==> src/hdl/jvsw_pkg.sv <==
`default_nettype none

package jvsw_pkg;

  localparam int JOINTS          = 7;
  localparam int VEL_WIDTH       = 16;
  localparam int COEF_WIDTH      = 16;
  localparam int LIMIT_WIDTH     = 15;
  localparam int TIMER_WIDTH     = 24;
  localparam int PERIOD_WIDTH    = 16;
  localparam int CFG_DATA_WIDTH  = 24;
  localparam int CFG_INDEX_WIDTH = 2;

  localparam logic [LIMIT_WIDTH-1:0] LIMIT_RESET   = LIMIT_WIDTH'(819);
  localparam logic [COEF_WIDTH-1:0]  SMOOTH_RESET  = COEF_WIDTH'(64881);
  localparam logic [COEF_WIDTH-1:0]  DECAY_RESET   = COEF_WIDTH'(52429);
  localparam logic [TIMER_WIDTH-1:0] TIMEOUT_RESET = TIMER_WIDTH'(200000);

  localparam logic KIND_CMD  = 1'b0;
  localparam logic KIND_TICK = 1'b1;

  typedef enum logic [CFG_INDEX_WIDTH-1:0] {
    REG_VEL_LIMIT = 2'd0,
    REG_SMOOTH    = 2'd1,
    REG_DECAY     = 2'd2,
    REG_TIMEOUT   = 2'd3
  } cfg_reg_t;

  typedef logic signed [VEL_WIDTH-1:0] vel_t;

  typedef struct packed {
    logic                    kind;
    logic [PERIOD_WIDTH-1:0] tick_period_us;
    vel_t                    vel_0;
    vel_t                    vel_1;
    vel_t                    vel_2;
    vel_t                    vel_3;
    vel_t                    vel_4;
    vel_t                    vel_5;
    vel_t                    vel_6;
  } in_item_t;

  typedef struct packed {
    vel_t cmd_0;
    vel_t cmd_1;
    vel_t cmd_2;
    vel_t cmd_3;
    vel_t cmd_4;
    vel_t cmd_5;
    vel_t cmd_6;
    logic stale;
  } out_item_t;

  // Per-transaction strobes shared by every lane
  typedef struct packed {
    logic load;
    logic step;
    logic stale;
  } lane_ctrl_t;

  typedef struct packed {
    logic                   stale;
    logic [TIMER_WIDTH-1:0] timer;
  } wd_status_t;

endpackage

`default_nettype wire

==> src/hdl/jvsw_lane.sv <==
`default_nettype none

module jvsw_lane
  import jvsw_pkg::*;
(
  input  wire logic                   clk,
  input  wire logic                   rst_n,
  input  wire lane_ctrl_t             ctrl,
  input  wire vel_t                   vel_in,
  input  wire logic [LIMIT_WIDTH-1:0] vel_limit,
  input  wire logic [COEF_WIDTH-1:0]  smooth_coef,
  input  wire logic [COEF_WIDTH-1:0]  decay_coef,
  output vel_t                        smoothed
);

  localparam int DIFF_W = VEL_WIDTH + 1;
  localparam int PROD_W = DIFF_W + COEF_WIDTH + 1;
  localparam int SUM_W  = PROD_W - COEF_WIDTH + 1;

  vel_t target_r, target_nxt;
  vel_t smooth_r, smooth_nxt;
  vel_t lim_pos, lim_neg;

  logic signed [DIFF_W-1:0]     diff;
  logic signed [COEF_WIDTH:0]   coef;
  logic signed [PROD_W-1:0]     prod;
  logic signed [SUM_W-1:0]      base;
  logic signed [SUM_W-1:0]      acc;

  // Clamp to +/- limit; the limit is narrower than the velocity, so it always fits
  assign lim_pos = VEL_WIDTH'({1'b0, vel_limit});
  assign lim_neg = -lim_pos;

  always_comb begin
    target_nxt = target_r;
    if (ctrl.load) begin
      if (vel_in < lim_neg) begin
        target_nxt = lim_neg;
      end else if (vel_in > lim_pos) begin
        target_nxt = lim_pos;
      end else begin
        target_nxt = vel_in;
      end
    end
  end

  // a*s + (1-a)*t == t + a*(s - t); decay is d*s with zero base.
  // The base has zero fraction bits, so flooring the product alone is exact.
  always_comb begin
    if (ctrl.stale) begin
      coef = $signed({1'b0, decay_coef});
      diff = DIFF_W'(smooth_r);
      base = '0;
    end else begin
      coef = $signed({1'b0, smooth_coef});
      diff = DIFF_W'(smooth_r) - DIFF_W'(target_r);
      base = SUM_W'(target_r);
    end
    prod = PROD_W'(diff) * PROD_W'(coef);
    acc  = base + SUM_W'(prod >>> COEF_WIDTH);
    smooth_nxt = ctrl.step ? acc[VEL_WIDTH-1:0] : smooth_r;
  end

  always_ff @(posedge clk) begin
    if (!rst_n) begin
      target_r <= '0;
      smooth_r <= '0;
    end else begin
      target_r <= target_nxt;
      smooth_r <= smooth_nxt;
    end
  end

  assign smoothed = smooth_nxt;

endmodule

`default_nettype wire

==> config.mk <==
export PLATFORM = sky130hd
export DESIGN_NAME = jvsw_lane
export DESIGN_NICKNAME = d
export VERILOG_FILES = /design/src/hdl/jvsw_pkg.sv /design/src/hdl/jvsw_lane.sv
export SDC_FILE = /design/constraint.sdc
export NUM_CORES = 1
export LEC_CHECK = 0
export ABC_AREA = 1
export BUFFER_PORTS_ARGS = -buffer_cell sky130_fd_sc_hd__buf_2
export CAP_MARGIN = 10
export CORE_ASPECT_RATIO = 1.2
export CORE_MARGIN = 2
export CORE_UTILIZATION = 35
export DETAILED_ROUTE_END_ITERATION = 8
export GPL_TIMING_DRIVEN = 0
export PLACE_DENSITY = 0.49
export SLEW_MARGIN = 5
export SYNTH_ARGS = -nofsm -noshare
export SYNTH_HDL_FRONTEND = slang
export SYNTH_SLANG_ARGS = --single-unit
==> constraint.sdc <==
create_clock -name clk -period 8.3 [get_ports clk]
set_input_delay 0.83 -clock clk [delete_from_list [all_inputs] [get_ports clk]]
set_output_delay 0.83 -clock clk [all_outputs]
set_load 0.03 [all_outputs]
==> key figures, run 1 <==
GRT
  – Global-route wire length before repair: 73400 um
  – Largest net degree at the start of global routing: 12
  – Initial antenna violation count: 0
  – Gr ovfl total: 0
  – Number of global-route vias before repair: 13300
  – GRT Overall Usage: 22.2%

Timing
  – Final setup violation count: 16
  – Fin. Hold Viols: 0
  – Skew final: 0.00768 ns
  – Tightest Pin Transition: 0.774 ns
  – Achievable Freq: 0.107 GHz
  – Slew Viols, Final: 0
  – RSZ-0062 raised after global routing: yes
  – Worst slew margin: 48.4%
  – Final period utilization: 112%
  – Min cycle time layout: 9.31 ns
  – Final worst slack: -1.01 ns

Final layout
  – Sequential Area: 654 um^2
  – Layout cell share with drive strength beyond 1: 22.1%
  – Antenna diode count: 0
  – Area Growth Syn to Fin: 23.0%
  – Fill count: 4282
  – Fin util: 43.6%
  – Multi-input combinational cell area: 13000 um^2
  – Final #Nets: 2578

Place
  – IO Port Bufs: 80
  – Post-DP HPWL: 39000 um
  – RePlAce Congestion: 0.890

Worst setup path
  – Most frequent CP cell: inv_2
  – CP max FO: 5
  – CP top delay family: adder cells
  – WP data arrival: 8.48 ns
  – Type of the worst setup path: flop to primary output
  – Worst path slowest cell: fa_1
  – Startpoint Class: flop
  – Crit path buffers/inverters: 11
  – Critical Path End Type: primary output
  – Req. time, crit path: 7.47 ns
  – Largest stage delay, worst path: 0.53 ns

Synth
  – Synth area leaders: fa_1 37%, inv_1 12%, ha_1 12%
  – Post-synth top area share: 37.0%
  – Register area share after synthesis: 4.44%
  – Synth cell count leaders: 474 x inv_1, 381 x nand2_1, 267 x fa_1
  – Mapped Avg Cell Area: 7.44 um^2
  – Most common flop cell mapped by yosys: dfxtp_1
  – Count of different cell masters after synthesis: 50
  – Synth Register Bits: 32
  – Mapped cell area: 14400 um^2
  – Post-synth EDFFs: 0
  – Post-synthesis instance total: 1941
  – Post-synthesis async set-or-reset flop share: 0%
  – Most frequent cell after synthesis: inv_1
  – Ys Warns: 0
  – Cell taking the most area after synthesis: fa_1
  – Syn Nets: 2418

Clock network
  – Root buf cell: clkbuf_16
  – Clock slew at reported path FFs: 0.06 ns
  – TritonCTS Sinks: 32
  – Cts hold-fix bufs: 0
  – H-Tree Depth: 2
  – CTS tree: built
  – Clk buf depth: 2
  – Clk_lat worst skew: 0.28 ns
  – Cts bufs inserted: 5

Drt
  – ANT nets after route: 0
  – 1st-iter DRT viols: 473
  – Via density: 4.80
  – Routed WL: 46100 um
  – First-pass DRT Iterations: 5
  – Routed len/inst: 17.5 um
  – Final routed DRC violation total: 0
  – Vias: 12700

Floorplan
  – DIE HEIGHT: 226 um
  – Row count: 81
  – Initial Util: 35.4%
  – Core area: 40700 um^2
  – Io pins: 84
  – Die ar.: 42900 um^2
  – Die X: 189 um

Run status
  – Outcome: finished, violations left
  – Failing checks: negative setup slack

Min path
  – Worst min-delay path category: flop to flop

Job
  – Number of max-cap violations: 0
## layer usage
| metal | track usage [%] | share of wire (%) | vias up |
|---|---|---|---|
| li1 | - | - | 6159 |
| met1 | 26.9 | 41 | 6227 |
| met2 | 41.3 | 52 | 225 |
| met3 | 2.00 | 3.2 | 68 |
| met4 | 7.38 | 3.8 | 0 |
| met5 | 0 | 0 | - |
## through the flow
stage               instance area, um^2  instances  setup slack (ns)  hold WS (ns)  TNS [ns]
CTS                               17100       2609             -1.03         0.467    -10.57
global placement                  15700       2560             -2.97         0.457    -55.05
floorplan                         14600       1941           -0.0851         0.445    -0.156
detailed placement                15700       2561             -2.36         0.458    -36.28
finish                            17800       2641             -1.01         0.464    -11.02
global route                      17800       2641             -1.39         0.491    -17.79
## logic make-up after synthesis
| family | synth area share (%) |
|---|---|
| buffers and inverters | 14.1 |
| DFF | 4.44 |
| xor gates and xnor gates | 2.73 |
| adders and majority gates | 49.3 |
| AOI/OAI and AO/OA | 7.21 |
| and+or+nand+nor | 21.8 |
| muxes | 0.312 |
## flip-flops by register name, summed over array words and instances (netlist names)
| register | count |
|---|---|
| smooth_r | 16 |
| target_r | 16 |
## worst register-to-register path: cells and delay by family, from the launching register on
| family | cells | cell delay, ns |
|---|---|---|
| buffers and inverters | 20 | 1.64 |
| flip-flops | 1 | 0.33 |
| AO/OA/AOI/OAI | 9 | 1.27 |
| adder cells (fa/ha/maj) | 10 | 4.09 |
| XOR/XNOR | 1 | 0.19 |
| AND/OR/NAND/NOR | 17 | 1.67 |
## placed cells by master, fill, tap and decap left out, types with 18 or more instances in the layout
cell type,instances
a21oi_1,86
a21oi_2,20
buf_2,69
buf_4,62
buf_6,34
dfxtp_1,23
fa_1,262
ha_1,110
ha_4,27
inv_1,454
inv_2,23
nand2_1,335
nand2_2,39
nand2_4,18
nand3_1,74
nand4_1,23
nor2_1,165
o21ai_0,22
xor2_1,23
## final cells by class
type / instances / area share (%)
Buffer: 42 / 1.49
Clock buffer: 6 / 0.782
Clock inverter: 2 / 0.0846
Inverter: 490 / 10.5
Multi-Input combinational cell: 1377 / 73.3
Sequential cell: 32 / 3.69
Tap cell: 539 / 3.80
Timing Repair Buffer: 153 / 6.33
## repair_timing
item / CTS / global route
buffers inserted: 40 / 33
endpoints found under the setup margin: 29 / 26
pin swaps: 69 / 65
resized for setup: 217 / 107
## final timing paths
path	start	endpoint	slack, ns	cells after the start
setup / recovery	smooth_r[0]	smoothed[15]	-1.01	48
setup reg to reg	smooth_r[0]	smooth_r[15]	-0.96	57
hold reg to reg	target_r[5]	target_r[5]	0.46	2
hold / removal	target_r[5]	target_r[5]	0.46	2
Power of run 1 is not shown: default switching activity piles up to over one toggle a cycle in this logic, so the estimate is an artifact.
==> inputs of run 2 (changes only) <==
CTS_CLUSTER_SIZE = 40   (was unset)
SETUP_SLACK_MARGIN = 0.1   (was unset)
==> run 2 against run 1 <==
The flow still finishes with violations (negative setup slack). Register-to-register slack better by 1.0 ns. Worst setup slack got worse by 0.075 ns. Utilization shrank 0.75 points. Routed wire length is 0.74% higher. Worst hold slack better by 0.0030 ns. Largest cell class unchanged. First-iteration DRC count grew 26%. Clock skew is 0.0054 ns lower.
==> key figures, run 2 (synthesis results as in run 1) <==
Run status
  – Outcome: finished, violations left
  – Failing checks: negative setup slack

GRT
  – Gr ovfl total: 0
  – Global-route wire length before repair: 74400 um
  – Largest net degree at the start of global routing: 12
  – GRT Overall Usage: 22.5%
  – Number of global-route vias before repair: 13400
  – Initial antenna violation count: 0

Floorplan
  – Io pins: 84
  – Core area: 40700 um^2
  – Initial Util: 35.4%
  – DIE HEIGHT: 226 um
  – Die ar.: 42900 um^2
  – Row count: 81
  – Die X: 189 um

Final layout
  – Fill count: 4275
  – Non-Filler Instances: 2631
  – Sequential Area: 654 um^2
  – Multi-input combinational cell area: 12900 um^2
  – Final #Nets: 2568
  – Layout cell share with drive strength beyond 1: 21.6%
  – Commonest cells after routing, fill and taps aside: 446 x inv_1, 339 x nand2_1, 262 x fa_1
  – Biggest regs: smooth_r x16, target_r x16
  – Area Growth Syn to Fin: 20.9%
  – Commonest non-fill, non-tap cell in the layout: inv_1
  – Antenna diode count: 0

Timing
  – Final period utilization: 113%
  – Fin. Hold Viols: 0
  – Min cycle time layout: 9.39 ns
  – Skew final: 0.00223 ns
  – Worst slew margin: 46.9%
  – Slew Viols, Final: 0
  – RSZ-0062 raised after global routing: yes
  – Achievable Freq: 0.107 GHz
  – Final worst slack: -1.09 ns
  – Final setup violation count: 15
  – Tightest Pin Transition: 0.796 ns

Place
  – IO Port Bufs: 80
  – RePlAce Congestion: 0.894
  – Post-DP HPWL: 39400 um
  – Inst Count DP: 2561

Clock network
  – Clk_lat worst skew: 0.28 ns
  – Clock slew at reported path FFs: 0.06 ns
  – H-Tree Depth: 2
  – Cts hold-fix bufs: 0
  – Clk buf depth: 2
  – Root buf cell: clkbuf_16
  – Cts bufs inserted: 5
  – TritonCTS Sinks: 32
  – CTS tree: built

Drt
  – First-pass DRT Iterations: 4
  – Final routed DRC violation total: 0
  – Routed len/inst: 17.7 um
  – 1st-iter DRT viols: 597
  – ANT nets after route: 0
  – Routed WL: 46500 um
  – Via density: 4.82
  – Vias: 12700

Worst setup path
  – CP max FO: 4
  – Req. time, crit path: 7.47 ns
  – Type of the worst setup path: flop to primary output
  – Startpoint Class: flop
  – Worst path slowest cell: fa_1
  – Critical Path End Type: primary output
  – Largest stage delay, worst path: 0.56 ns
  – WP data arrival: 8.56 ns

Job
  – Number of max-cap violations: 0

Min path
  – Worst min-delay path category: flop to flop
[run 2: cell types whose count changed in the layout (fill, tap and decap cells not counted), moves of 7 or more]
cell   delta
inv_1     -8
buf_6    -22
buf_4     +8
inv_2     +7
[run 2: worst max-delay path: cells and delay by family (launching register included)]
family | cells | cell delay (ns)
fa+ha+maj | 9 | 3.98
simple gates | 15 | 1.41
compound gates | 9 | 1.36
buf+inv | 12 | 0.87
flops | 1 | 0.37
xor+xnor | 2 | 0.27
[run 2: area by class of cell]
type	instances	share of cell area [%]
Clock inverter	2	0.0860
Sequential cell	32	3.75
Timing Repair Buffer	143	5.51
Clock buffer	6	0.796
Buffer	42	1.46
Tap cell	539	3.86
Multi-Input combinational cell	1377	73.7
Inverter	490	10.8
[run 2: metrics by stage]
stage          hold slack [ns]  cell area [um^2]  TNS, ns  setup WS [ns]  util, %
2_1_floorplan            0.445             14700  -0.0766        -0.0766        -
3_3_place_gp             0.456             15800   -56.43          -3.02     38.7
3_5_place_dp             0.458             15800   -38.10          -2.40     38.7
4_1_cts                  0.468             16800   -11.95          -1.16     41.2
5_1_grt                  0.486             17500   -18.39          -1.47     42.8
6_report                 0.467             17500   -11.12          -1.09     42.8
[run 2: final timing paths]
path,slack (ns),from,cells after the start,end
setup / recovery,-1.09,target_r[1],47,smoothed[15]
setup reg to reg,0.04,target_r[1],46,smooth_r[15]
hold reg to reg,0.47,target_r[15],2,target_r[15]
hold / removal,0.47,target_r[15],2,target_r[15]
[run 2: what timing repair did]
| item | in CTS | in global routing |
|---|---|---|
| endpoints found under the hold margin | 0 | 0 |
| buffers inserted | 29 | 33 |
| resized for setup | 151 | 114 |
| pin swaps | 61 | 60 |
| setup endpoints to repair | 30 | 28 |
[run 2: metal layers]
layer  routed length (um)  vias to the layer above  GRT usage, %
met1                19200                     6280          27.6
met2                24300                      209          41.6
met4                 1690                        0          7.78
met5                    0                        -             0
met3                 1190                       62          1.61
li1                     -                     6125             -
Power of run 2 is left out for the same reason.
