**config.mk**
```make
export PLATFORM = sky130hd
export DESIGN_NAME = jvsw_watchdog
export DESIGN_NICKNAME = d
export VERILOG_FILES = /design/src/hdl/jvsw_pkg.sv /design/src/hdl/jvsw_watchdog.sv
export SDC_FILE = /design/constraint.sdc
export NUM_CORES = 1
export LEC_CHECK = 0
export ABC_AREA = 1
export BUFFER_PORTS_ARGS = -buffer_cell sky130_fd_sc_hd__buf_2
export CORE_UTILIZATION = 45
export DETAILED_ROUTE_END_ITERATION = 10
export PLACE_DENSITY = 0.67
export SYNTH_ARGS = -nofsm -noshare
export SYNTH_HDL_FRONTEND = slang
export SYNTH_SLANG_ARGS = --single-unit
```
**constraint.sdc**
```tcl
create_clock -name clk -period 4.1 [get_ports clk]
set_input_delay 0.205 -clock clk [delete_from_list [all_inputs] [get_ports clk]]
set_output_delay 0.205 -clock clk [all_outputs]
set_load 0.05 [all_outputs]
```
**src/hdl/jvsw_pkg.sv**
```systemverilog
`default_nettype none

package jvsw_pkg;

  localparam int JOINTS          = 7;
  localparam int VEL_WIDTH       = 16;
  localparam int COEF_WIDTH      = 16;
  localparam int LIMIT_WIDTH     = 15;
  localparam int TIMER_WIDTH     = 24;
  localparam int PERIOD_WIDTH    = 16;
  localparam int CFG_DATA_WIDTH  = 24;
  localparam int CFG_INDEX_WIDTH = 2;

  localparam logic [LIMIT_WIDTH-1:0] LIMIT_RESET   = LIMIT_WIDTH'(819);
  localparam logic [COEF_WIDTH-1:0]  SMOOTH_RESET  = COEF_WIDTH'(64881);
  localparam logic [COEF_WIDTH-1:0]  DECAY_RESET   = COEF_WIDTH'(52429);
  localparam logic [TIMER_WIDTH-1:0] TIMEOUT_RESET = TIMER_WIDTH'(200000);

  localparam logic KIND_CMD  = 1'b0;
  localparam logic KIND_TICK = 1'b1;

  typedef enum logic [CFG_INDEX_WIDTH-1:0] {
    REG_VEL_LIMIT = 2'd0,
    REG_SMOOTH    = 2'd1,
    REG_DECAY     = 2'd2,
    REG_TIMEOUT   = 2'd3
  } cfg_reg_t;

  typedef logic signed [VEL_WIDTH-1:0] vel_t;

  typedef struct packed {
    logic                    kind;
    logic [PERIOD_WIDTH-1:0] tick_period_us;
    vel_t                    vel_0;
    vel_t                    vel_1;
    vel_t                    vel_2;
    vel_t                    vel_3;
    vel_t                    vel_4;
    vel_t                    vel_5;
    vel_t                    vel_6;
  } in_item_t;

  typedef struct packed {
    vel_t cmd_0;
    vel_t cmd_1;
    vel_t cmd_2;
    vel_t cmd_3;
    vel_t cmd_4;
    vel_t cmd_5;
    vel_t cmd_6;
    logic stale;
  } out_item_t;

  // Per-transaction strobes shared by every lane
  typedef struct packed {
    logic load;
    logic step;
    logic stale;
  } lane_ctrl_t;

  typedef struct packed {
    logic                   stale;
    logic [TIMER_WIDTH-1:0] timer;
  } wd_status_t;

endpackage

`default_nettype wire

```
**src/hdl/jvsw_watchdog.sv**
```systemverilog
`default_nettype none

module jvsw_watchdog
  import jvsw_pkg::*;
(
  input  wire logic                    clk,
  input  wire logic                    rst_n,
  input  wire logic                    load,
  input  wire logic                    step,
  input  wire logic [PERIOD_WIDTH-1:0] period,
  input  wire logic [TIMER_WIDTH-1:0]  timeout,
  output wd_status_t                   status
);

  logic [TIMER_WIDTH-1:0] timer_r, timer_nxt;
  logic                   seen_r, seen_nxt;
  logic [TIMER_WIDTH:0]   sum;

  always_comb begin
    sum       = {1'b0, timer_r} + (TIMER_WIDTH + 1)'(period);
    timer_nxt = timer_r;
    seen_nxt  = seen_r;
    if (load) begin
      seen_nxt = 1'b1;
    end else if (step) begin
      seen_nxt = 1'b0;
      if (seen_r) begin
        timer_nxt = '0;
      end else if (sum[TIMER_WIDTH]) begin
        timer_nxt = '1;  // saturate, never wrap
      end else begin
        timer_nxt = sum[TIMER_WIDTH-1:0];
      end
    end
  end

  always_ff @(posedge clk) begin
    if (!rst_n) begin
      timer_r <= '0;
      seen_r  <= 1'b0;
    end else begin
      timer_r <= timer_nxt;
      seen_r  <= seen_nxt;
    end
  end

  // Stale decision for the tick being taken this cycle
  assign status.stale = timer_nxt > timeout;
  assign status.timer = timer_r;

endmodule

`default_nettype wire

```
==> summary.md, run 1 <==
| Metric | Value |
|---|---|
| Status | finished, final reports clean |
| Hold EP | seen_r$_SDFFE_PN0P_ |
| Highest metal used | met4 |
| I/O Buffers | 68 |
| Die Y | 85.74 um |
| Met1 Wirelength | 4649 um |
| Total GRT Usage | 0.2594 |
| Setup Viol. Count Final | 0 |
| Sink Count | 25 |
| Post-CTS Hold Fix Bufs | 0 |
| Dominant cell type by area after synthesis | nand2_1 |
| Hold WC Path Type | in -> reg |
| Number of placement rows | 30 |
| Cells after synthesis | 542 |
| Slowest stage delay, CP | 390 ps |
| Mean routed wirelength per cell | 12.66 um |
| Hold-critical path depth | 3 |
| Reg-to-Reg Start | timer_r[0]$_SDFF_PN0_ |
| Root buffer selected by CTS | clkbuf_8 |
| Final Core Density | 0.5383 |
| Final Hold Vio Count | 0 |
| HPWL after DPL | ~7600 um |
| Num CTS Buffers | 3 |
| Switch share | 0.4036 |
| Gpl congestion | approximately 0.95 |
| Yosys cell types | 38 |
| Setup TNS | 0 ps |
| Drc violations | 0 |
| Startpoint types | register |
| Crit-path max FO | 13 |
| TritonCTS clock tree | done |
| Vias in the first global route | 3262 |
| Seq. cell area | 500.5 um2 |
| RSZ-0062 raised after global routing | no |
| H-tree depth | 1 |
| Setup Crit Path Kind | reg -> out |
| Seq/Total Area, Yosys | 0.1586 |
| Commonest cells post-synth | 203 x nand2_1, 92 x inv_1, 40 x ha_1 |
| Lkg Pwr | 2.257 nW |
| Clock skew | 2.280 ps |
| First-pass GRT wire length | 15070 um |
| WL met2 | 3720 um |
| Clk slew on worst S/H paths | 90 ps |
| Core Area | a little under 7000 um2 |
| Multi-input gate area | 2287 um2 |
| Slew margin rel. | 0.4720 |
| Number of diodes | 0 |
| EDFF count, synth | 0 |
| Crit end category | output pin |
| Worst Path Required | approximately 4000 ps |
| Layout Nets | ~700 |
| Share of the synthesized area in the top cell type | 0.2415 |
| Average cell area after synthesis | 5.822 um2 |
| Top_reg_cell synth | dfxtp_1 |
| Drt first pass iters | 5 |
| Most common cell in the synthesized netlist | nand2_1 |
| Post-route ant nets | 0 |
| Met3 wire length | 413 um |
| Net Sw Power | between 0.2 and 0.3 mW |
| Clk buf depth | 2 |
| Max-cap violations | 0 |
| Die width | 85.74 um |
| Flops & latches, synth | 25 |
| Initial antenna violation count | 0 |
| Initial Utilization | 0.4645 |
| Worst path most repeated cell | nand2_1 |
| Top cells by area in the synthesized netlist | nand2_1 24%, dfxtp_1 16%, ha_1 16% |
| Sequential Power Share | 0.375 |
| R2r setup slk | 1890 ps |
| Slew Viols, Final | 0 |
| Worst vdd ir | ~110 uV |
| Synth Cell Area | 3156 um2 |
| Layout cell share with drive strength beyond 1 | 0.1661 |
| Hold Crit Start | rst_n |
| Grt total ovfl | 0 |
| Post-synth net total | about 630 |
| Clock Latency Late Sink | 270 ps |
| Final hold slack | between 150 and 200 ps |
| Clock power frac | 0.211 |
| P_int | 0.4207 mW |
| Synth-to-Final Area Change | 15.90% |
| CP max stage cell | fa_2 |
| IO Pins | 69 |
| PwrDens | 192.9 nW/um2 |
| Worst r2r path cells | 12 |
| Comb power frac | 0.414 |
| Setup bufs post-CTS | 0 |
| Filler cell count | 726 |
| Reg2reg end | timer_r[0]$_SDFF_PN0_ |
| Final wirelength | 8912 um |
| Post-synthesis async set-or-reset flop share | 0 |
| Vias per cell | 4.955 |
| Die area | 7351 um2 |
| Critical Path AT | 3460 ps |
| Initial drt markers | about 320 |
| Tmin final | approximately 3700 ps |
| Synthesis Warnings | 0 |
| Tcrit/Tclk final | 0.8941 |
| Largest net degree at the start of global routing | 26 |
| Power, Total | 0.7055 mW |
| Worst path cell trace | ha_1, fa_2, nand2_1, nand2_1, nand3_2, nand2_2, nand2_1, nand2_2, nand2_8, nand3_2, nand2_1, nand2_1, ha_1, nand2_1, o21ai_0, a21oi_1, o21ai_0, nand2_1, a31oi_1, buf_2 |
| Max Clk Rate | ~270 MHz |
| Routed via count | 3488 |
| Worst slew pin tran | 791.2 ps |
[power by group through the flow]
| stage | clock network, mW | registers, mW | logic (mW) |
|---|---|---|---|
| after global routing | 0.163 | 0.265 | 0.328 |
| after CTS | 0.151 | 0.264 | 0.289 |
| after global placement | 0 | 0.269 | 0.283 |
| after floorplan | 0 | 0.297 | 0.176 |
| after detailed placement | 0 | 0.270 | 0.287 |
| final | 0.149 | 0.264 | 0.292 |
[per-layer routing]
metal / GRT usage / vias up
met5: 0 / -
met4: 0.05606 / 0
met3: 0.01925 / 12
met2: 0.4138 / 110
met1: 0.3816 / 1517
li1: - / 1849
[worst max path at each step]
stage / startpoint / endpoint / slack [ps]
5_1_grt: timer_r[0]$_SDFF_PN0_ / status[24] / 70
3_5_place_dp: period[0] / status[24] / 500
6_report: timer_r[0]$_SDFF_PN0_ / status[24] / 430
4_1_cts: timer_r[0]$_SDFF_PN0_ / status[24] / 220
2_1_floorplan: timer_r[0]$_SDFF_PN0_ / status[24] / 120
3_3_place_gp: period[0] / status[24] / 600
[what timing repair did]
action / CTS / global route
setup endpoints to repair: 0 / 1
resized for setup: 0 / 5
hold endpoints to repair: 0 / 0
[flip-flops by register name (all words and copies together) (netlist names)]
signal,flops
timer_r,24
seen_r,1
[cells by family after synthesis]
logic type,count (synthesis),synth area share
simple gates,301,0.4128
compound gates,65,0.1162
flops,25,0.1586
fa+ha+maj,41,0.1649
xor+xnor,8,0.02221
buf+inv,102,0.1253
[cell usage in the layout (no fill, tap or decap), types with 2 or more instances in the layout]
cell type / count
inv_2: 3
o21ai_0: 6
nand3_2: 11
buf_2: 68
dfxtp_1: 25
ha_1: 40
nand4_1: 8
clkbuf_8: 3
nand2_2: 4
nand3_1: 26
nor3_4: 2
a21oi_1: 37
xor2_1: 7
nor3_2: 2
nor2_1: 39
inv_1: 92
nand2_1: 203
a21oi_2: 2
o21ai_1: 11
[area by class of cell]
| class | instances | share of cell area |
|---|---|---|
| sequential | 25 | 0.1368 |
| clock buffer | 4 | 0.01232 |
| timing repair buffer | 69 | 0.09511 |
| inverter | 95 | 0.09750 |
| multi-input combinational | 415 | 0.6254 |
| tap | 96 | 0.03284 |
[per-stage QoR]
stage	cell area, um2	setup slack, ps	std cells
after floorplan	3156	116.1	542
after global placement	3585	602.9	700
after detailed placement	3585	499.7	700
after CTS	3630	217.9	704
after global routing	3657	69.55	704
final	3657	434.1	704
[critical path: cells and delay by family (launching register included)]
family,cells,cell delay [ps]
compound gates,4,540
fa+ha+maj,3,950
buf+inv,1,280
flops,1,330
simple gates,12,1100
Note: power is estimated with default switching activity, not from simulation.
==> inputs of run 2 (changes only) <==
==> constraint.sdc (replaced) <==
create_clock -name clk -period 4.1 [get_ports clk]
set_input_delay 0.205 -clock clk [delete_from_list [all_inputs] [get_ports clk]]
set_output_delay 0.205 -clock clk [all_outputs]
set_load 0.01 [all_outputs]
==> run 2 against run 1 <==
- critical path depth increased by 1
- maximum frequency decreased by 2.9%
- largest cell class unchanged
- total power decreased by 4.1%
- cell count unchanged
- combinational power decreased by 10%
- critical path type unchanged
- core utilization decreased by 0.33 points
- routed wire length increased by 0.75%
- clock-buffer cell count unchanged
- design area decreased by 0.62%
==> summary.md, run 2 (same netlist as run 1, synthesis figures left out) <==
| Metric | Value |
|---|---|
| RSZ-0062 raised after global routing | no |
| Status | finished, final reports clean |
| Drc violations | 0 (unchanged) |
| Clock skew | 3.594 ps (+1.314 ps) |
| Clk slew on worst S/H paths | 90 ps (about the same) |
| Slew Viols, Final | 0 (unchanged) |
| Die width | 85.74 um (unchanged) |
| Final hold slack | 176.5 ps (-3.121 ps) |
| Worst vdd ir | 115.3 uV (+7.5%) |
| Sink Count | 25 (unchanged) |
| Highest metal used | met4 |
| Final Hold Vio Count | 0 (unchanged) |
| Largest registers | timer_r x24, seen_r x1 |
| TritonCTS clock tree | done |
| Worst path most repeated cell | nand2_1 |
| Largest net degree at the start of global routing | 26 (unchanged) |
| Layout cell share with drive strength beyond 1 | 0.1628 (-0.003289) |
| Setup Viol. Count Final | 0 (unchanged) |
| Startpoint types | register |
| Routed via count | 3513 (+0.72%) |
| Initial Utilization | 0.4645 (unchanged) |
| Max Clk Rate | 264.8 MHz (-2.9%) |
| Number of placement rows | 30 (unchanged) |
| Root buffer selected by CTS | clkbuf_8 |
| Vias in the first global route | 3135 (-3.9%) |
| Die area | 7351 um2 (unchanged) |
| Die Y | 85.74 um (unchanged) |
| Max-cap violations | 0 (unchanged) |
| Initial drt markers | 264 (-18%) |
| PwrDens | 186.2 nW/um2 (-3.5%) |
| Initial antenna violation count | 0 (unchanged) |
| CP max stage cell | fa_1 |
| Crit end category | output pin |
| Worst Path Required | 3890 ps (about the same) |
| Worst path cell trace | ha_1, fa_1, nand2_1, nand2_1, nand3_2, nand2_2, nand2_1, nand2_2, nand2_4, nand3_2, nand2_1, nand2_1, ha_1, nand2_1, inv_1, nand3_1, nor3_1, nand2_1, nor4_1, a31oi_1, buf_2 |
| First-pass GRT wire length | 14730 um (-2.2%) |
| Most common cell after layout, fill and taps aside | nand2_1 |
| Fin area | 3635 um2 (-0.62%) |
| Setup Crit Path Kind | reg -> out |
| HPWL after DPL | 7602 um (about the same) |
| Critical Path AT | 3570 ps (+110 ps) |
| Met3 wire length | 432 um (+4.6%) |
| Cell family with most CP delay | simple AND/OR/NAND/NOR gates |
| IO Pins | 69 (unchanged) |
| Met1 Wirelength | 4572 um (-1.7%) |
| Grt total ovfl | 0 (unchanged) |
| Slew margin rel. | 0.4867 (+0.01473) |
| Crit path buffers/inverters | 2 (+1) |
| Vias per cell | 4.990 (+0.72%) |
| Max reg flops | 24 (unchanged) |
| Mean routed wirelength per cell | 12.75 um (+0.75%) |
| Tmin final | 3777 ps (+111.0 ps) |
| Num CTS Buffers | 3 (unchanged) |
| Drt first pass iters | 5 (unchanged) |
| Crit-path max FO | 13 (unchanged) |
| Area after DPL | 3585 um2 (unchanged) |
| Layout Nets | 694 (unchanged) |
| Synth-to-Final Area Change | 15.19% |
| Slowest stage delay, CP | 440 ps (+50 ps) |
| Post-route ant nets | 0 (unchanged) |
| Final wirelength | 8979 um (+0.75%) |
| Setup bufs post-CTS | 0 (unchanged) |
| I/O Buffers | 68 (unchanged) |
| H-tree depth | 1 (unchanged) |
| R2r setup slk | 1790 ps (-100 ps) |
| WL met2 | 3757 um (+0.99%) |
| Core Area | 6794 um2 (unchanged) |
| Hold WC Path Type | in -> reg |
| Number of diodes | 0 (unchanged) |
| Clk buf depth | 2 (unchanged) |
| Lkg Pwr | 2.265 nW (+0.34%) |
| Setup TNS | 0 ps (unchanged) |
| Clock Latency Late Sink | 270 ps (about the same) |
| Tcrit/Tclk final | 0.9212 (+0.02706) |
| Worst slew pin tran | 769.1 ps (-22.08 ps) |
| Most frequent cells in the layout | 203 x nand2_1, 92 x inv_1, 68 x buf_2, 40 x ha_1, 39 x nor2_1 |
| Gpl congestion | 0.9370 (-1.4%) |
| Total GRT Usage | 0.2547 (-0.004724) |
| Top reg by flops | timer_r |
[run 2: final cells by class]
| type | count | area [um2] |
|---|---|---|
| clock buffers | 4 | 45.04 |
| fillers | 715 | 3159 |
| inverters | 95 | 356.6 |
| multi-input cells | 415 | 2265 |
| flip-flops and latches | 25 | 500.5 |
| well taps | 96 | 120.1 |
| repair buffers | 69 | 347.8 |
[run 2: worst reg2reg max path: cells and delay by family, from the launching register on]
| kind | cells | cell delay [ps] |
|---|---|---|
| adder cells (fa/ha/maj) | 2 | 690 |
| AND/OR/NAND/NOR | 9 | 930 |
| flip-flops | 1 | 330 |
| AO/OA/AOI/OAI | 1 | 230 |
[run 2: what timing repair did]
| item | 4_1_cts | 5_1_grt |
|---|---|---|
| endpoints found under the setup margin | 0 | 1 |
| hold buffers | 0 | 0 |
| gates resized for setup | 0 | 1 |
[run 2: metrics by stage]
stage	util	total power, mW	worst slack [ps]	instances
global route	0.5350	0.7244	25.11	704
finish	0.5350	0.6767	323.2	704
detailed placement	0.5276	0.5282	611.6	700
CTS	0.5343	0.6754	342.4	704
floorplan	-	0.4457	963.8	542
global placement	0.5276	0.5242	710.9	700
[run 2: worst paths after layout]
kind                               start                      to  cells past startpoint
hold / removal                     rst_n     seen_r$_SDFFE_PN0P_                      3
setup / recovery   timer_r[0]$_SDFF_PN0_              status[24]                     21
hold reg to reg   timer_r[13]$_SDFF_PN0_  timer_r[13]$_SDFF_PN0_                      2
setup reg to reg   timer_r[0]$_SDFF_PN0_   timer_r[0]$_SDFF_PN0_                     12
[run 2: power breakdown]
part	internal (mW)	switching, mW	total (mW)
Sequential	0.253	0.0115	0.264
Combinational	0.0981	0.164	0.262
Clock	0.0697	0.0806	0.150
Total	0.420	0.256	0.677
[run 2: layer usage]
layer / vias to the layer above / global-route usage
met5: - / 0
met4: 0 / 0.08333
met3: 17 / 0.02406
met2: 112 / 0.3862
met1: 1527 / 0.3767
li1: 1857 / -
==> inputs of run 3 (changes only) <==
Settings changed: BUFFER_PORTS_ARGS -buffer_cell sky130_fd_sc_hd__buf_2 to unset, DONT_BUFFER_PORTS set to 1, PLACE_DENSITY 0.67 to 0.59.
==> run 3 against run 2 <==
- clock-buffer cell count decreased by 1
- total power decreased by 4.6%
- maximum frequency increased by 1.8%
- clock power about the same
- non-clock buffer count decreased by 68
- global-route usage decreased by 0.061 points
- largest cell class unchanged
- critical path depth decreased by 1
==> summary.md, run 3 (same netlist as run 1, synthesis figures left out) <==
| Metric | Value |
|---|---|
| Die width | 85.74 um (unchanged) |
| I/O Buffers | 0 (-100%) |
| Seq. cell area | 500.5 um2 (unchanged) |
| Most frequent cells in the layout | 203 x nand2_1, 92 x inv_1, 40 x ha_1, 39 x nor2_1, 37 x a21oi_1 |
| HPWL after DPL | 7446 um (-2.0%) |
| Max Clk Rate | 269.6 MHz (+1.8%) |
| Initial Utilization | 0.4645 (unchanged) |
| Worst setup path endpoint | status[24] |
| Met3 usage | 0.05390 (+0.02984) |
| Final WS setup | 390.5 ps (+67.28 ps) |
| Total GRT Usage | 0.2541 (-0.0006093) |
| Slew margin rel. | 0.5010 (+0.01427) |
| Multi-input gate area | 2271 um2 (+0.28%) |
| GR peak layer | met2 |
| Top reg by flops | timer_r |
| Clock Latency Late Sink | 270 ps (about the same) |
| Layout Nets | 626 (-9.8%) |
| RSZ-0062 raised after global routing | no |
| Largest registers | timer_r x24, seen_r x1 |
| Core Area | 6794 um2 (unchanged) |
| Number of placement rows | 30 (unchanged) |
| Num CTS Buffers | 3 (unchanged) |
| Setup Crit Path Kind | reg -> out |
| Filler cell count | 740 (+3.5%) |
| Setup Viol. Count Final | 0 (unchanged) |
| Vias per cell | 5.035 (+0.89%) |
| Drt first pass iters | 5 (unchanged) |
| Setup TNS | 0 ps (unchanged) |
| Hold WC Path Type | in -> reg |
| Tcrit/Tclk final | 0.9048 (-0.01641) |
| Critical Path AT | 3500 ps (-70 ps) |
| First-pass GRT wire length | 14750 um (about the same) |
| Gpl congestion | 0.9092 (-3.0%) |
| Place WS | 600.9 ps (-10.68 ps) |
| Layout cell share with drive strength beyond 1 | 0.06111 (-0.1017) |
| Number of diodes | 0 (unchanged) |
| Crit end category | output pin |
| Clock skew | 4.018 ps (+0.4237 ps) |
| M2 GR Usage | 0.3993 (+0.01309) |
| Die area | 7351 um2 (unchanged) |
| M1 GR Usage | 0.3597 (-0.01699) |
| Lkg Pwr | 1.963 nW (-13%) |
| Largest net degree at the start of global routing | 26 (unchanged) |
| Drc violations | 0 (unchanged) |
| Reg-to-Reg Start | timer_r[0]$_SDFF_PN0_ |
| Initial drt markers | 203 (-23%) |
| Max-cap violations | 0 (unchanged) |
| PwrDens | 195.6 nW/um2 (+5.1%) |
| Area after DPL | 3244 um2 (-9.5%) |
| Initial antenna violation count | 0 (unchanged) |
| Status | finished, final reports clean |
| Clk buf depth | 2 (unchanged) |
| Setup bufs post-CTS | 0 (unchanged) |
| Tmin final | 3710 ps (-67.28 ps) |
| Slew Viols, Final | 0 (unchanged) |
| Max reg flops | 24 (unchanged) |
| Worst Path Required | 3890 ps (about the same) |
| Die Y | 85.74 um (unchanged) |
| IO Pins | 69 (unchanged) |
| Synth-to-Final Area Change | 4.639% |
| CP startpoint | timer_r[0]$_SDFF_PN0_ |
| Crit-path max FO | 13 (unchanged) |
| R2r setup slk | 1720 ps (-70 ps) |
| Startpoint types | register |
| H-tree depth | 1 (unchanged) |
| Grt total ovfl | 0 (unchanged) |
| Worst vdd ir | 108.9 uV (-5.6%) |
| Root buffer selected by CTS | clkbuf_8 |
| TritonCTS clock tree | done |
| Mean routed wirelength per cell | 13.69 um (+7.3%) |
| Worst slew pin tran | 747.7 ps (-21.38 ps) |
| Worst r2r path cells | 12 (unchanged) |
| Fin area | 3302 um2 (-9.2%) |
| Reg2reg end | timer_r[0]$_SDFF_PN0_ |
| Final wirelength | 8705 um (-3.1%) |
| Routed via count | 3202 (-8.9%) |
| Clk slew on worst S/H paths | 90 ps (about the same) |
| Post-route ant nets | 0 (unchanged) |
| Most common cell after layout, fill and taps aside | nand2_1 |
| Vias in the first global route | 3043 (-2.9%) |
| Sink Count | 25 (unchanged) |
| Final Hold Vio Count | 0 (unchanged) |
run 3: worst min-delay path by stage:
stage / depth (start not counted) / start / end / slack, ps
2_1_floorplan: 2 / rst_n / seen_r$_SDFFE_PN0P_ / 340
3_3_place_gp: 2 / rst_n / seen_r$_SDFFE_PN0P_ / 350
3_5_place_dp: 2 / rst_n / seen_r$_SDFFE_PN0P_ / 350
4_1_cts: 2 / rst_n / seen_r$_SDFFE_PN0P_ / 60
5_1_grt: 2 / rst_n / seen_r$_SDFFE_PN0P_ / 100
6_report: 2 / rst_n / seen_r$_SDFFE_PN0P_ / 60
run 3: where the power goes:
part | total, mW | switching [mW] | internal (mW)
logic | 0.226 | 0.148 | 0.0782
clock network | 0.150 | 0.0818 | 0.0681
registers | 0.270 | 0.0175 | 0.253
total | 0.646 | 0.247 | 0.399
run 3: worst max-delay path, stage by stage (launching register included):
cell	delay [ps]
dfxtp_1	360
ha_1	260
fa_1	440
nand2_1	90
nand2_1	90
nand3_2	100
nand2_2	80
nand2_1	90
nand2_2	100
nand2_4	220
nand2_1	80
o21ai_1	190
nand2_1	90
ha_1	270
nand2_1	40
inv_1	60
nand2_1	60
nor3_1	190
nand2_1	80
nor4_1	250
a31oi_2	100
run 3: cell type report:
| type | instances | area share |
|---|---|---|
| inverters | 95 | 0.1080 |
| multi-input cells | 415 | 0.6878 |
| flip-flops and latches | 25 | 0.1516 |
| clock inverters | 1 | 0.001516 |
| well taps | 96 | 0.03638 |
| repair buffers | 1 | 0.002274 |
| clock buffers | 3 | 0.01250 |
run 3: stage by stage:
| step | instances | hold slack [ps] | util | power [mW] |
|---|---|---|---|---|
| 2_1_floorplan | 542 | 340.7 | - | 0.4457 |
| 3_5_place_dp | 632 | 350.1 | 0.4775 | 0.4989 |
| 4_1_cts | 636 | 59.93 | 0.4843 | 0.6465 |
| 5_1_grt | 636 | 101.0 | 0.4860 | 0.6908 |
| 6_report | 636 | 63.23 | 0.4860 | 0.6458 |
| 3_3_place_gp | 632 | 354.6 | 0.4775 | 0.4985 |
run 3: repair_timing:
action / CTS / global route
hold buffers: 0 / 0
resized for setup: 0 / 2
endpoints found under the setup margin: 0 / 1
run 3: routing by layer:
layer / vias up / part of all wire
met2: 91 / 0.43
met3: 6 / 0.069
li1: 1717 / -
met5: - / 0
met4: 0 / 0.0077
met1: 1388 / 0.50
